## src/rtl/core/mvdc_pkg.sv

```systemverilog
// ----------------------------------------------------------------------------
// mvdc_pkg
// Shared types, codes and reset values of the metered valve dispense
// controller.
// ----------------------------------------------------------------------------
package mvdc_pkg;

  localparam int unsigned VOL_W   = 16;
  localparam int unsigned PULSE_W = 8;
  localparam int unsigned MLPP_W  = 4;
  localparam int unsigned CMD_W   = 3;
  localparam int unsigned KIND_W  = 3;
  localparam int unsigned CFG_IDX_W  = 3;
  localparam int unsigned CFG_DATA_W = 16;
  localparam int unsigned IN_TDATA_W   = 24;
  localparam int unsigned OUT_TDATA_W  = 24;
  localparam int unsigned OUT_TUSER_W  = 4;

  typedef enum logic [CMD_W-1:0] {
    CMD_START = 3'd0,
    CMD_QUERY = 3'd1,
    CMD_STOP  = 3'd2,
    CMD_TICK  = 3'd3
  } cmd_t;

  typedef enum logic [KIND_W-1:0] {
    KIND_START    = 3'd0,
    KIND_PROGRESS = 3'd1,
    KIND_STOP     = 3'd2,
    KIND_NO_WATER = 3'd3,
    KIND_UNKNOWN  = 3'd4
  } kind_t;

  typedef enum logic [CFG_IDX_W-1:0] {
    REG_MIN_VOLUME  = 3'd0,
    REG_MAX_VOLUME  = 3'd1,
    REG_MIN_FLOW    = 3'd2,
    REG_LF_TIMEOUT  = 3'd3,
    REG_ML_PER_PULSE = 3'd4
  } reg_idx_t;

  localparam logic [VOL_W-1:0]   RST_MIN_VOLUME   = 16'd25;
  localparam logic [VOL_W-1:0]   RST_MAX_VOLUME   = 16'd300;
  localparam logic [PULSE_W-1:0] RST_MIN_FLOW     = 8'd17;
  localparam logic [PULSE_W-1:0] RST_LF_TIMEOUT   = 8'd10;
  localparam logic [MLPP_W-1:0]  RST_ML_PER_PULSE = 4'd2;

  typedef struct packed {
    logic [VOL_W-1:0]   min_volume;
    logic [VOL_W-1:0]   max_volume;
    logic [PULSE_W-1:0] min_flow_pulses;
    logic [PULSE_W-1:0] low_flow_timeout;
    logic [MLPP_W-1:0]  ml_per_pulse;
  } cfg_t;

endpackage

```

## src/rtl/core/mvdc_cfg_regs.sv

```systemverilog
// ----------------------------------------------------------------------------
// mvdc_cfg_regs
// Configuration register file, written through a plain write port.
// ----------------------------------------------------------------------------
module mvdc_cfg_regs (
  input  logic                          clk,
  input  logic                          rst_n,
  input  logic                          cfg_we,
  input  logic [mvdc_pkg::CFG_IDX_W-1:0]  cfg_index,
  input  logic [mvdc_pkg::CFG_DATA_W-1:0] cfg_wdata,
  output mvdc_pkg::cfg_t                cfg
);
  import mvdc_pkg::*;

  cfg_t cfg_r;

  always_ff @(posedge clk) begin
    if (!rst_n) begin
      cfg_r.min_volume       <= RST_MIN_VOLUME;
      cfg_r.max_volume       <= RST_MAX_VOLUME;
      cfg_r.min_flow_pulses  <= RST_MIN_FLOW;
      cfg_r.low_flow_timeout <= RST_LF_TIMEOUT;
      cfg_r.ml_per_pulse     <= RST_ML_PER_PULSE;
    end else if (cfg_we) begin
      case (cfg_index)
        REG_MIN_VOLUME:   cfg_r.min_volume       <= cfg_wdata;
        REG_MAX_VOLUME:   cfg_r.max_volume       <= cfg_wdata;
        REG_MIN_FLOW:     cfg_r.min_flow_pulses  <= cfg_wdata[PULSE_W-1:0];
        REG_LF_TIMEOUT:   cfg_r.low_flow_timeout <= cfg_wdata[PULSE_W-1:0];
        REG_ML_PER_PULSE: cfg_r.ml_per_pulse     <= cfg_wdata[MLPP_W-1:0];
        default: ;
      endcase
    end
  end

  assign cfg = cfg_r;

endmodule

```

## src/rtl/core/mvdc_step.sv

```systemverilog
// ----------------------------------------------------------------------------
// mvdc_step
// Input register, pour state, single-pass command logic and result register.
// ----------------------------------------------------------------------------
module mvdc_step (
  input  logic                           clk,
  input  logic                           rst_n,
  input  mvdc_pkg::cfg_t                 cfg,
  input  logic                           in_tvalid,
  output logic                           in_tready,
  input  logic [mvdc_pkg::CMD_W-1:0]     in_cmd,
  input  logic [mvdc_pkg::VOL_W-1:0]     in_req,
  input  logic [mvdc_pkg::PULSE_W-1:0]   in_pulses,
  output logic                           out_tvalid,
  input  logic                           out_tready,
  output logic [mvdc_pkg::KIND_W-1:0]    out_kind,
  output logic                           out_failed,
  output logic [mvdc_pkg::VOL_W-1:0]     out_volume,
  output logic                           out_valve
);
  import mvdc_pkg::*;

  // Input register.
  logic                 in_vld_r;
  logic [CMD_W-1:0]     cmd_r;
  logic [VOL_W-1:0]     req_r;
  logic [PULSE_W-1:0]   pulses_r;

  // Pour state.
  logic                 pouring_r, pouring_nxt;
  logic                 metering_r, metering_nxt;
  logic [VOL_W-1:0]     target_r, target_nxt;
  logic [VOL_W-1:0]     volume_r, volume_nxt;
  logic [PULSE_W-1:0]   lf_ticks_r, lf_ticks_nxt;

  // Result register.
  logic                 out_vld_r;
  kind_t                kind_r, kind_nxt;
  logic                 failed_r, failed_nxt;
  logic                 emit;

  logic                          adv;
  logic [PULSE_W+MLPP_W-1:0]     added;
  logic [VOL_W:0]                sum;
  logic [VOL_W-1:0]              vol_tick;
  logic [PULSE_W-1:0]            lf_tick;
  logic                          pour_tick;

  // The held item is processed whenever the result register is free or drains.
  assign adv       = in_vld_r && (!out_vld_r || out_tready);
  assign in_tready = !in_vld_r || adv;

  assign added    = pulses_r * cfg.ml_per_pulse;
  assign sum      = {1'b0, volume_r} + {{(VOL_W+1-PULSE_W-MLPP_W){1'b0}}, added};
  assign vol_tick = sum[VOL_W] ? {VOL_W{1'b1}} : sum[VOL_W-1:0];
  assign pour_tick = pouring_r && !(vol_tick > target_r);

  always_comb begin
    if (pulses_r < cfg.min_flow_pulses) begin
      lf_tick = (lf_ticks_r == {PULSE_W{1'b1}}) ? lf_ticks_r : lf_ticks_r + 1'b1;
    end else begin
      lf_tick = '0;
    end
  end

  always_comb begin
    pouring_nxt  = pouring_r;
    metering_nxt = metering_r;
    target_nxt   = target_r;
    volume_nxt   = volume_r;
    lf_ticks_nxt = lf_ticks_r;
    emit         = 1'b1;
    kind_nxt     = KIND_UNKNOWN;
    failed_nxt   = 1'b1;
    case (cmd_r)
      CMD_START: begin
        kind_nxt = KIND_START;
        if (!(pouring_r || req_r > cfg.max_volume || req_r < cfg.min_volume)) begin
          target_nxt   = req_r;
          volume_nxt   = '0;
          lf_ticks_nxt = '0;
          metering_nxt = 1'b1;
          pouring_nxt  = 1'b1;
          failed_nxt   = 1'b0;
        end
      end
      CMD_QUERY: begin
        kind_nxt   = KIND_PROGRESS;
        failed_nxt = 1'b0;
      end
      CMD_STOP: begin
        kind_nxt = KIND_STOP;
        if (pouring_r) begin
          pouring_nxt = 1'b0;
          failed_nxt  = 1'b0;
        end
      end
      CMD_TICK: begin
        kind_nxt = KIND_NO_WATER;
        emit     = 1'b0;
        if (metering_r) begin
          volume_nxt   = vol_tick;
          lf_ticks_nxt = lf_tick;
          pouring_nxt  = pour_tick;
          if (lf_tick > cfg.low_flow_timeout) begin
            metering_nxt = 1'b0;
            pouring_nxt  = 1'b0;
            // A pour still running at timeout is aborted and reported.
            emit         = pour_tick;
          end
        end
      end
      default: ;
    endcase
  end

  always_ff @(posedge clk) begin
    if (!rst_n) begin
      in_vld_r   <= 1'b0;
      out_vld_r  <= 1'b0;
      pouring_r  <= 1'b0;
      metering_r <= 1'b0;
      target_r   <= '0;
      volume_r   <= '0;
      lf_ticks_r <= '0;
    end else begin
      if (in_tready) begin
        in_vld_r <= in_tvalid;
      end
      if (adv) begin
        out_vld_r  <= emit;
        pouring_r  <= pouring_nxt;
        metering_r <= metering_nxt;
        target_r   <= target_nxt;
        volume_r   <= volume_nxt;
        lf_ticks_r <= lf_ticks_nxt;
      end else if (out_tready) begin
        out_vld_r <= 1'b0;
      end
    end
  end

  always_ff @(posedge clk) begin
    if (in_tready && in_tvalid) begin
      cmd_r    <= in_cmd;
      req_r    <= in_req;
      pulses_r <= in_pulses;
    end
    if (adv && emit) begin
      kind_r     <= kind_nxt;
      failed_r   <= failed_nxt;
      out_volume <= volume_nxt;
      out_valve  <= pouring_nxt;
    end
  end

  assign out_tvalid = out_vld_r;
  assign out_kind   = kind_r;
  assign out_failed = failed_r;

endmodule

```

## src/rtl/core/metered_valve_dispense_controller.sv

```systemverilog
// ----------------------------------------------------------------------------
// metered_valve_dispense_controller
// Valve control for a metered pour driven by start, query, stop and tick items.
// ----------------------------------------------------------------------------
// Usage: commands arrive on the in_ stream. in_tuser carries the command
// (start, query, stop, tick); in_tdata carries the requested volume for a
// start and the meter pulse count for a tick. Each start, query, stop or
// unknown command yields one reply item on the out_ stream; a tick yields a
// reply only when a running pour is aborted for lack of water.
// Timing: an accepted item is held in an input register and evaluated in one
// pass of compare-and-add logic into the result register, from which its
// reply is offered on out_tvalid. One item can be accepted in every cycle
// while the result register is free or drains; the pour state takes one
// update per accepted item.
// Reset (rst_n low at a clock edge) closes the valve, stops metering, clears
// the volume and low-flow count and loads the default configuration.
// When the receiver stalls, the reply waits in the result register and the
// one item behind it waits in the input register; in_tready then drops until
// out_tready returns. Configuration writes are taken at any edge with cfg_we
// high and should only be issued while no item is in flight.
// ----------------------------------------------------------------------------
module metered_valve_dispense_controller (
  input  logic                               clk,
  input  logic                               rst_n,
  input  logic                               cfg_we,
  input  logic [mvdc_pkg::CFG_IDX_W-1:0]     cfg_index,
  input  logic [mvdc_pkg::CFG_DATA_W-1:0]    cfg_wdata,
  input  logic                               in_tvalid,
  output logic                               in_tready,
  // Fields from bit 0: requested_volume[15:0], pulse_count[23:16].
  input  logic [mvdc_pkg::IN_TDATA_W-1:0]    in_tdata,
  // Fields from bit 0: command[2:0].
  input  logic [mvdc_pkg::CMD_W-1:0]         in_tuser,
  output logic                               out_tvalid,
  input  logic                               out_tready,
  // Fields from bit 0: dispensed_volume[15:0], valve_open[16], zero fill.
  output logic [mvdc_pkg::OUT_TDATA_W-1:0]   out_tdata,
  // Fields from bit 0: reply_kind[2:0], failed[3].
  output logic [mvdc_pkg::OUT_TUSER_W-1:0]   out_tuser
);
  import mvdc_pkg::*;

  cfg_t              cfg;
  logic [KIND_W-1:0] kind;
  logic              failed;
  logic [VOL_W-1:0]  volume;
  logic              valve;

  // Register file holding the volume window, flow threshold, low-flow timeout and meter scale.
  mvdc_cfg_regs u_cfg (
    .clk       (clk),
    .rst_n     (rst_n),
    .cfg_we    (cfg_we),
    .cfg_index (cfg_index),
    .cfg_wdata (cfg_wdata),
    .cfg       (cfg)
  );

  // Command evaluation and pour state.
  mvdc_step u_step (
    .clk        (clk),
    .rst_n      (rst_n),
    .cfg        (cfg),
    .in_tvalid  (in_tvalid),
    .in_tready  (in_tready),
    .in_cmd     (in_tuser),
    .in_req     (in_tdata[VOL_W-1:0]),
    .in_pulses  (in_tdata[VOL_W+PULSE_W-1:VOL_W]),
    .out_tvalid (out_tvalid),
    .out_tready (out_tready),
    .out_kind   (kind),
    .out_failed (failed),
    .out_volume (volume),
    .out_valve  (valve)
  );

  // Pack the reply fields; the unused tdata bits are tied to zero.
  assign out_tdata = {{(OUT_TDATA_W-VOL_W-1){1'b0}}, valve, volume};
  assign out_tuser = {failed, kind};

endmodule

```

## config.mk

```make
export PLATFORM = sky130hd
export DESIGN_NAME = metered_valve_dispense_controller
export DESIGN_NICKNAME = d
export VERILOG_FILES = /design/src/rtl/core/mvdc_pkg.sv /design/src/rtl/core/mvdc_cfg_regs.sv /design/src/rtl/core/mvdc_step.sv /design/src/rtl/core/metered_valve_dispense_controller.sv
export SDC_FILE = /design/constraint.sdc
export NUM_CORES = 1
export LEC_CHECK = 0
export BUFFER_PORTS_ARGS = -buffer_cell sky130_fd_sc_hd__buf_2
export CORE_AREA = 2 2 141 130
export DETAILED_ROUTE_END_ITERATION = 8
export DIE_AREA = 0 0 143 132
export HOLD_SLACK_MARGIN = 0.15
export MAX_ROUTING_LAYER = met4
export PLACE_DENSITY = 0.68
export SLEW_MARGIN = 20
export SYNTH_ARGS = -nofsm -noshare
export SYNTH_HDL_FRONTEND = slang
export SYNTH_SLANG_ARGS = --single-unit
```

## constraint.sdc

```tcl
create_clock -name clk -period 18.2 [get_ports clk]
set_clock_uncertainty 0.2 [all_clocks]
set_input_delay 0.91 -clock clk [delete_from_list [all_inputs] [get_ports clk]]
set_output_delay 0.91 -clock clk [all_outputs]
set_load 0.01 [all_outputs]
```

==> metrics, run 1 <==
min cycle time layout=6.808 ns; post-synthesis sequential area ratio=39.28%; Gate Count Post-Synth=931; clock latency on the worst-skew pair=0.43 ns; FP Rows=46; Compound-Gate Fraction of Synth Area=15.25%; vias in the first global route=6,292; drt first-iter violations=379; Yosys reg bits=144; Synth Area in XOR/XNOR=0.9205%; critical path's top delay family=adder cells; top-area cell type share of the netlist area=22.44%; P&R area growth vs syn=13.30%; crit start category=flop; CTS root buffer=clkbuf_16; hpwl dp=14,460 um; vias=6,469; initial antenna violation count=0; Die Wd=143 um; Worst Hold Launch=u_cfg.cfg[49]; synth top area cells=dfxtp_1 22%, edfxtp_1 17%, ha_1 12%, nand2_1 5.4%, inv_1 5.2%; RePlAce Congestion=0.9200; CTS resizes=0; share of cells above drive strength 1=11.73%; Sink Count=144; Bufs and invs on worst path=2; io pins=81; GRT Util Overall=22.15%; Finished Cell Area=9702 um^2; Most Frequent Cell on Critical Path=fa_1; status=completed; number of detailed-route iterations in the first pass=4; EDFF count, synth=48; Max VDD drop=0.06434 mV; Post CTS Setup Buffer Count=0; final wirelength=19,350 um; post-route ant nets=0; gr ovfl total=0; Post-layout nets=1,150; first-pass GRT wire length=31,730 um; final setup TNS=0 ns; vias per cell=5.192; RSZ-0062 raised after global routing=false; CTS tree=built; Primary FF master, synth=dfxtp_1; Worst Setup Path Type=reg2reg; most common cell in the netlist=nand2_1; crit path capture type=flop; final setup fails=0; Critical Path Start=u_cfg.cfg[3]; DR DRC count=0; worst path cell trace=nand2_1 -> fa_1 -> fa_1 -> fa_1 -> inv_1 -> ha_1 -> o21ai_0 -> o21ai_0 -> a2111oi_0 -> nor3_2 -> nand3b_1 -> o21a_1 -> ha_1 -> nand4_1 -> or4_1 -> o31ai_1 -> a41oi_1 -> nor2_1 -> buf_4; CP arrival=6.72 ns; Max stage delay cell, worst path=a2111oi_0; syn avg cell area=9.198 um^2; Slew @ Worst Pin=1.019 ns; Switching Share=23.82%; r2r startpoint=u_cfg.cfg[3]; Comb pwr share=9.1%; fillcell total=1,550; synth cell count leaders=124 x nand2_1, 118 x inv_1, 96 x dfxtp_1; mux cell area share after synthesis=2.455%; antenna cells=0; # H-tree levels=4; Post-Synth Adder-Cell Area=17.33%; Yosys top cell by area=dfxtp_1; CP Data Required Time=18.11 ns; reg2reg path depth=19; slew margin rel.=31.83%; Pwr Density=81.08 nW/um^2; Initial Utilization=49.43%; Port-buffer cells=73; largest net degree at the start of global routing=82; internal cell power=599.2 uW; Crit Path Max Fanout=21; critical path depth=19; placed inst area=9080 um^2; final slew viol count=0; worst hold path class=reg2reg; Core ar.=17,320 um^2; delay of the slowest cell on the worst path=0.75 ns; largest family of logic cells by synthesized area=adder cells; count of different cell masters after synthesis=58; worst hold margin=0.2642 ns; Max Cap Viol=0; LEAKAGE=4.106 nW; height of the die=132 um; Switch Pwr=187.4 uW; Fmax achieved=0.1469 GHz; Num CTS Buffers=17; Seq pwr share=44.4%; die footprint=18,880 um^2; period utilisation layout=37.41%; clk buf depth=2; # hold bufs at CTS=0; Mapped Area=8563 um^2; share of flip-flops with an asynchronous set or reset=0%; Synth warnings=0; hold path depth=2; Avg WL per Cell=15.53 um; clock share of power=46.6%; Synth Area in Simple Gates=17.20%; Final Hold Vio Count=0; Clock transition at path regs=0.06 ns
-- area by class of cell --
type	instances	area, um^2	share of cell area (%)
clock buffers	18	429.2	4.424
clock inverters	14	187.7	1.934
inverters	118	442.9	4.565
multi-input cells	635	4583	47.24
flip-flops and latches	144	3363	34.67
well taps	240	300.3	3.095
repair buffers	77	395.4	4.075
-- cell usage in the layout (no fill, tap or decap), types with 3 or more instances in the layout --
cell | Yosys | final
o21a_1 | 3 | 3
or3_1 | 3 | 3
o211ai_1 | 12 | 12
a21oi_1 | 43 | 43
o22ai_1 | 4 | 4
buf_4 | 9 | 4
and2_1 | 31 | 31
mux2i_1 | 21 | 21
and3_1 | 10 | 10
nand4_1 | 11 | 11
a21o_1 | 9 | 9
bufinv_16 | 0 | 4
fa_1 | 21 | 21
buf_2 | 2 | 73
o2bb2ai_1 | 8 | 8
nor2b_1 | 27 | 27
nor3_1 | 12 | 11
nand2b_1 | 9 | 9
dfxtp_1 | 96 | 96
xnor2_1 | 3 | 3
o21ai_0 | 24 | 24
a211oi_1 | 8 | 8
edfxtp_1 | 48 | 48
a21boi_0 | 41 | 41
xor2_1 | 6 | 6
o21bai_1 | 6 | 6
nand2_1 | 124 | 124
nand3_1 | 26 | 26
a22o_1 | 15 | 15
conb_1 | 1 | 7
clkbuf_16 | 0 | 17
inv_1 | 118 | 118
or2_2 | 6 | 6
ha_1 | 85 | 85
nor2_1 | 32 | 32
-- logic make-up after synthesis --
family | Yosys count
AND/OR/NAND/NOR | 301
multiplexers | 21
flip-flops | 144
XOR/XNOR | 9
buffers and inverters | 158
other | 1
AO/OA/AOI/OAI | 191
adder cells (fa/ha/maj) | 106
-- path summary, 6_finish.rpt --
kind / to / slack [ns]
hold / removal: u_cfg.cfg[49] / 0.26
setup reg to reg: u_step.out_volume[2] / 11.39
setup / recovery: u_step.out_volume[2] / 11.39
hold reg to reg: u_cfg.cfg[49] / 0.26
-- worst min-delay path: cells and delay by family, from the launching register on --
family,cells,cell delay [ns]
simple gates,1,0.05
flops,1,0.31
compound gates,1,0.06
-- sequential cells by signal, summed over array words and instances, names as in the netlist, 3 cells and up --
signal,count
u_step.target_r,16
u_step.cmd_r,3
u_step.lf_ticks_r,8
u_step.pulses_r,8
u_step.volume_r,16
u_step.out_kind,3
u_step.req_r,16
u_cfg.cfg,52
u_step.out_volume,16
-- routing by layer --
metal	part of all wire, %	GRT usage, %	vias to the layer above	wire [um]
li1	-	-	3300	-
met1	51	31.62	2981	9916
met2	41	30.83	161	7984
met3	5.1	5.085	27	981
met4	2.4	7.426	0	467
met5	0	-	-	0
-- power by group through the flow --
| stage | logic, mW | clock network [mW] | registers [mW] |
|---|---|---|---|
| final | 0.0715 | 0.366 | 0.349 |
| after detailed placement | 0.0710 | 0 | 0.356 |
| after floorplan | 0.0490 | 0 | 0.354 |
| after CTS | 0.0717 | 0.371 | 0.349 |
| after global placement | 0.0703 | 0 | 0.355 |
| after global routing | 0.0819 | 0.385 | 0.350 |
-- through the flow --
step / power (mW) / cells / utilization, % / setup slack (ns)
floorplan: 0.4025 / 937 / - / 11.37
global placement: 0.4257 / 1214 / 52.41 / 11.49
detailed placement: 0.4266 / 1214 / 52.41 / 11.26
CTS: 0.7915 / 1246 / 55.97 / 11.22
global route: 0.8166 / 1246 / 56.00 / 10.82
finish: 0.7866 / 1246 / 56.00 / 11.39
Power figures use the tool's default switching activity.
==> inputs of run 2 (changes only) <==
--- a/config.mk
+++ b/config.mk
@@ -11,7 +11,7 @@
 export DIE_AREA = 0 0 143 132
 export HOLD_SLACK_MARGIN = 0.15
 export MAX_ROUTING_LAYER = met4
-export PLACE_DENSITY = 0.68
+export PLACE_DENSITY = 0.71
 export SLEW_MARGIN = 20
 export SYNTH_ARGS = -nofsm -noshare
 export SYNTH_HDL_FRONTEND = slang
==> constraint.sdc (replaced) <==
create_clock -name clk -period 6.1 [get_ports clk]
set_clock_uncertainty 0.2 [all_clocks]
set_input_delay 0.305 -clock clk [delete_from_list [all_inputs] [get_ports clk]]
set_output_delay 0.305 -clock clk [all_outputs]
set_load 0.01 [all_outputs]
==> run 2 against run 1 <==
Against the previous run: the run now ends with setup timing left; fmax rose by 9.1%; largest power group unchanged; flip-flop and latch count unchanged; largest cell class unchanged; global-route usage is 2.5 points higher; setup slack lost 12 ns; critical path type unchanged; cell count up 11%; clock power grew to 3.0 times the previous value; non-clock buffer count up 136.
==> metrics, run 2 (synthesis results as in run 1) <==
largest net degree at the start of global routing=75 (-8.5%); Worst Hold Launch=cfg_index[1]; io pins=81 (unchanged); GRT Util Overall=24.63% (+2.5 points); Worst Setup Path Type=reg2reg; status=finished with violations; Sink Count=144 (unchanged); final setup fails=21 (+21); most frequent cells in the layout=123 x nand2_1, 110 x inv_1, 95 x dfxtp_1; CP arrival=6.18 ns (-0.54 ns); antenna cells=0 (unchanged); hpwl dp=15,270 um (+5.6%); Max Cap Viol=0 (unchanged); vias=7,211 (+11%); final setup TNS=-2.325 ns (-2.325 ns); period utilisation layout=102.3% (+65 points); Final Hold Vio Count=0 (unchanged); # H-tree levels=4 (unchanged); hold path depth=5 (+3); Core ar.=17,320 um^2 (unchanged); reg2reg path depth=25 (+6); CTS root buffer=clkbuf_16; Initial Utilization=49.43% (unchanged); most common cell after layout, fill and taps aside=nand2_1; min cycle time layout=6.243 ns (-0.5654 ns); share of cells above drive strength 1=23.27% (+12 points); vias per cell=5.214 (+0.43%); initial antenna violation count=0 (unchanged); Setup WS post-layout=-0.1429 ns (-11.53 ns); clk buf depth=2 (unchanged); Critical Path Start=u_step.pulses_r[3]; slew margin rel.=33.16% (+1.3 points); RePlAce Congestion=0.9327 (+1.4%); gr ovfl total=0 (unchanged); crit start category=flop; worst hold margin=0.2247 ns (-0.03953 ns); crit path capture type=flop; die footprint=18,880 um^2 (unchanged); RSZ-0062 raised after global routing=true; placed inst area=9560 um^2 (+5.3%); r2r startpoint=u_step.pulses_r[3]; DR DRC count=0 (unchanged); vias in the first global route=7,006 (+11%); Post-layout nets=1,287 (+12%); Pwr Density=214.7 nW/um^2 (+160%); CTS tree=built; drt first-iter violations=513 (+35%); Clock transition at path regs=0.07 ns (about the same); Port-buffer cells=73 (unchanged); Final Core Density=65.44% (+9.4 points); violated checks=setup timing; clock latency on the worst-skew pair=0.43 ns (about the same); Fmax achieved=0.1602 GHz (+9.1%); fillcell total=1,398 (-9.8%); LEAKAGE=4.880 nW (+19%); post-route ant nets=0 (unchanged); Max VDD drop=0.1978 mV (+210%); DP Worst Slack=-0.5507 ns (-11.81 ns); Num CTS Buffers=17 (unchanged); P&R area growth vs syn=32.39%; final wirelength=22,040 um (+14%); number of detailed-route iterations in the first pass=5 (+1); first-pass GRT wire length=35,520 um (+12%); Die Wd=143 um (unchanged); worst hold path class=in2reg; Slew @ Worst Pin=1.003 ns (-0.01622 ns); Avg WL per Cell=15.93 um (+2.6%); final slew viol count=0 (unchanged); Largest register FFs=52 (unchanged); Crit Path Max Fanout=5 (-76%); height of the die=132 um (unchanged); FP Rows=46 (unchanged); Finished Cell Area=11,340 um^2 (+17%); CP Data Required Time=6.04 ns (-12.07 ns)
==> run 2: cell types whose count changed in the layout (fill, tap and decap cells not counted), moves of 6 or more <==
cell           delta
and2_4            +7
and2_1            -7
buf_4            +77
dlygate4sd3_1    +49
ha_4              +9
o21ai_0           -6
ha_1              -9
inv_2             +8
buf_6             +7
inv_1             -8
==> run 2: path summary, 6_finish.rpt <==
kind	end	slack [ns]
max reg2reg	u_step.out_kind[0]	-0.14
max	u_step.out_kind[0]	-0.14
min	u_cfg.cfg[14]	0.22
min reg2reg	u_cfg.cfg[29]	0.26
==> run 2: metal layers <==
layer | up-vias | wire, um | global-route usage (%)
met5 | - | 0 | -
met4 | 0 | 556 | 8.141
li1 | 3584 | - | -
met3 | 35 | 1003 | 4.068
met2 | 200 | 9888 | 35.89
met1 | 3392 | 10590 | 34.88
==> run 2: per-stage QoR <==
stage | total power [mW] | std cells
after floorplan | 1.208 | 937
after global placement | 1.302 | 1264
after detailed placement | 1.308 | 1264
after CTS | 2.436 | 1379
after global routing | 2.522 | 1383
final | 2.435 | 1383
==> run 2: layout make-up <==
| cell class | instances | area, um^2 | area share, % |
|---|---|---|---|
| timing repair buffer | 213 | 1618 | 14.27 |
| inverter | 118 | 442.9 | 3.907 |
| clock inverter | 11 | 150.1 | 1.324 |
| clock buffer | 21 | 460.4 | 4.061 |
| multi-input combinational | 636 | 5001 | 44.11 |
| sequential | 144 | 3364 | 29.68 |
| tap | 240 | 300.3 | 2.649 |
==> run 2: what timing repair did <==
item                       4_1_cts  5_1_grt
pin swaps                       27       16
hold endpoints to repair        85        0
setup endpoints to repair       24       24
hold buffers                    49        0
buffers inserted                31        7
resized for setup               49       28
cloned                           3        0
==> run 2: power breakdown <==
| part | internal (mW) | switching, mW |
|---|---|---|
| Sequential | 1.02 | 0.0203 |
| Clock | 0.670 | 0.418 |
| Combinational | 0.148 | 0.161 |
| Total | 1.84 | 0.598 |
==> run 2: critical path, cell delays in order, from the launching register on <==
cell and delay (ns):
edfxtp_1 0.45, and2_4 0.18, fa_1 0.50, fa_1 0.51, inv_1 0.05, fa_1 0.49
inv_2 0.05, ha_4 0.16, buf_6 0.13, a211oi_4 0.20, nor2_2 0.09, o41a_1 0.44
a31o_4 0.26, and3_4 0.19, o22ai_4 0.15, inv_2 0.07, ha_4 0.22, nand4_1 0.12
nor2_1 0.06, a2111o_1 0.35, or3_4 0.38, o31ai_4 0.08, a41oi_2 0.18, nor2_4 0.19
buf_12 0.13, buf_16 0.11
==> inputs of run 3 (changes only) <==
--- a/config.mk
+++ b/config.mk
@@ -7,11 +7,13 @@
 export LEC_CHECK = 0
 export BUFFER_PORTS_ARGS = -buffer_cell sky130_fd_sc_hd__buf_2
 export CORE_AREA = 2 2 141 130
+export CTS_BUF_LIST = sky130_fd_sc_hd__clkbuf_2 sky130_fd_sc_hd__clkbuf_4 sky130_fd_sc_hd__clkbuf_8
 export DETAILED_ROUTE_END_ITERATION = 8
 export DIE_AREA = 0 0 143 132
 export HOLD_SLACK_MARGIN = 0.15
 export MAX_ROUTING_LAYER = met4
-export PLACE_DENSITY = 0.71
+export PLACE_DENSITY = 0.68
+export SKIP_CTS_REPAIR_TIMING = 1
 export SLEW_MARGIN = 20
 export SYNTH_ARGS = -nofsm -noshare
 export SYNTH_HDL_FRONTEND = slang
==> constraint.sdc (replaced) <==
create_clock -name clk -period 7.74 [get_ports clk]
set_clock_uncertainty 0.2 [all_clocks]
set_input_delay 0.387 -clock clk [delete_from_list [all_inputs] [get_ports clk]]
set_output_delay 0.387 -clock clk [all_outputs]
set_load 0.01 [all_outputs]
==> run 3 against run 2 <==
Against the previous run: the run now ends clean; critical path type unchanged; design area is 12% lower; sequential power fell by 21%; flip-flop and latch count unchanged; register-to-register slack gained 1.1 ns; highest routed layer unchanged; via count decreased by 9.1%; setup slack gained 1.1 ns.
==> metrics, run 3 (synthesis results as in run 1) <==
antenna cells=0 (unchanged); final slew viol count=0 (unchanged); RSZ-0062 raised after global routing=false; r2r startpoint=u_step.pulses_r[2]; P&R area growth vs syn=16.98%; Initial Utilization=49.43% (unchanged); M1 GR Usage=32.26% (-2.6 points); min cycle time layout=6.798 ns (+0.5548 ns); gr ovfl total=0 (unchanged); CTS tree=built; Setup WS post-layout=0.9424 ns (+1.085 ns); CTS root buffer=clkbuf_8; dpl cells=1,214 (-4.0%); slew margin rel.=31.41% (-1.7 points); GRT Util Overall=21.92% (-2.7 points); R2R Path End=u_step.out_volume[9]; FP Rows=46 (unchanged); largest net degree at the start of global routing=82 (+9.3%); Clock transition at path regs=0.08 ns (about the same); final setup fails=0 (-100%); Critical Path Start=u_step.pulses_r[2]; final setup TNS=0 ns (+2.325 ns); Final Hold Vio Count=0 (unchanged); Crit Path Max Fanout=21 (+16); Global Route met2 Usage=30.41% (-5.5 points); Port-buffer cells=73 (unchanged); vias in the first global route=6,226 (-11%); Fmax achieved=0.1471 GHz (-8.2%); DP Worst Slack=0.8975 ns (+1.448 ns); Worst Setup Path Type=reg2reg; initial antenna violation count=0 (unchanged); DR DRC count=0 (unchanged); reg2reg path depth=21 (-16%); Non-Filler Instances=1,291 (-6.7%); vias=6,555 (-9.1%); most common cell after layout, fill and taps aside=nand2_1; Post-layout nets=1,195 (-7.1%); crit start category=flop; Die Wd=143 um (unchanged); hpwl dp=14,480 um (-5.2%); routing usage on met3=3.923% (-0.15 points); Core ar.=17,320 um^2 (unchanged); status=completed; Max VDD drop=0.1282 mV (-35%); first-pass GRT wire length=31,400 um (-12%); fillcell total=1,558 (+11%); Slew @ Worst Pin=1.025 ns (+0.02238 ns); gr busiest metal=met1; RePlAce Congestion=0.9202 (-1.3%); drt first-iter violations=421 (-18%); post-route ant nets=0 (unchanged); CP Data Required Time=7.68 ns (+1.64 ns); vias per cell=5.077 (-2.6%); Worst Hold Launch=cfg_index[0]; Final Core Density=57.82% (-7.6 points); crit path capture type=flop; LEAKAGE=4.241 nW (-13%); period utilisation layout=87.82% (-15 points); Num CTS Buffers=17 (unchanged); share of cells above drive strength 1=11.51% (-12 points); hold path depth=4 (-1); hold worst-path end=u_cfg.cfg[19]; clk buf depth=2 (unchanged); clock latency on the worst-skew pair=0.46 ns (+0.03 ns); Pwr Density=172.4 nW/um^2 (-20%); Max Cap Viol=0 (unchanged); worst hold path class=in2reg; Sink Count=144 (unchanged); number of detailed-route iterations in the first pass=5 (unchanged); Reg2Reg Setup Slack=0.94 ns (+1.09 ns); CP arrival=6.74 ns (+0.56 ns); die footprint=18,880 um^2 (unchanged); io pins=81 (unchanged); Avg WL per Cell=15.06 um (-5.5%); height of the die=132 um (unchanged); most frequent cells in the layout=124 x nand2_1, 118 x inv_1, 96 x dfxtp_1; # H-tree levels=4 (unchanged); Largest register FFs=52 (unchanged); final wirelength=19,450 um (-12%)
==> run 3: layout make-up <==
class,instances,area (um^2),area share [%]
Tap cell,240,300.3,2.998
Timing Repair Buffer,122,845.8,8.444
Multi-Input combinational cell,635,4583,45.75
Clock buffer,22,271.5,2.710
Sequential cell,144,3363,33.57
Clock inverter,10,210.2,2.098
Inverter,118,442.9,4.422
==> run 3: power by group <==
| part | internal, mW | switching [mW] | total (mW) |
|---|---|---|---|
| Sequential | 0.802 | 0.0172 | 0.819 |
| Clock | 0.435 | 0.287 | 0.722 |
| Combinational | 0.0824 | 0.103 | 0.185 |
| Total | 1.32 | 0.407 | 1.73 |
==> run 3: metal layers <==
| layer | part of all wire (%) | routed length [um] |
|---|---|---|
| met1 | 53 | 10350 |
| met2 | 41 | 8002 |
| met3 | 3.6 | 702 |
| met4 | 2.0 | 390 |
| met5 | 0 | 0 |
==> run 3: worst max-delay path by stage <==
stage	cells after the start	to	slack, ns
2_1_floorplan	20	u_step.out_failed	0.91
3_3_place_gp	21	u_step.out_volume[2]	1.03
3_5_place_dp	21	u_step.out_volume[1]	0.90
4_1_cts	21	u_step.out_volume[9]	0.86
5_1_grt	19	u_step.out_volume[6]	0.51
6_report	21	u_step.out_volume[9]	0.94
==> run 3: worst max-delay path, cell delays in order, from the launching register on <==
cell      delay, ns
edfxtp_1       0.45
and2_1         0.22
fa_1           0.52
fa_1           0.55
inv_1          0.05
fa_1           0.50
inv_1          0.04
ha_1           0.34
o21ai_0        0.13
nor2_1         0.16
o41a_1         0.22
nand2_1        0.10
or4b_2         0.65
o22ai_1        0.31
inv_1          0.09
ha_1           0.31
nand4_1        0.15
or4_1          0.57
o31ai_1        0.33
a41oi_1        0.19
nor2_1         0.13
buf_4          0.28
==> run 3: per-stage QoR <==
stage               power (mW)  instance area, um^2  hold slack (ns)
finish                   1.727                10020           0.1853
floorplan               0.9464                 8586           0.2351
detailed placement       1.003                 9080           0.2587
global route             1.795                10020           0.2459
global placement         1.001                 9080           0.2517
CTS                      1.717                 9562          -0.1318
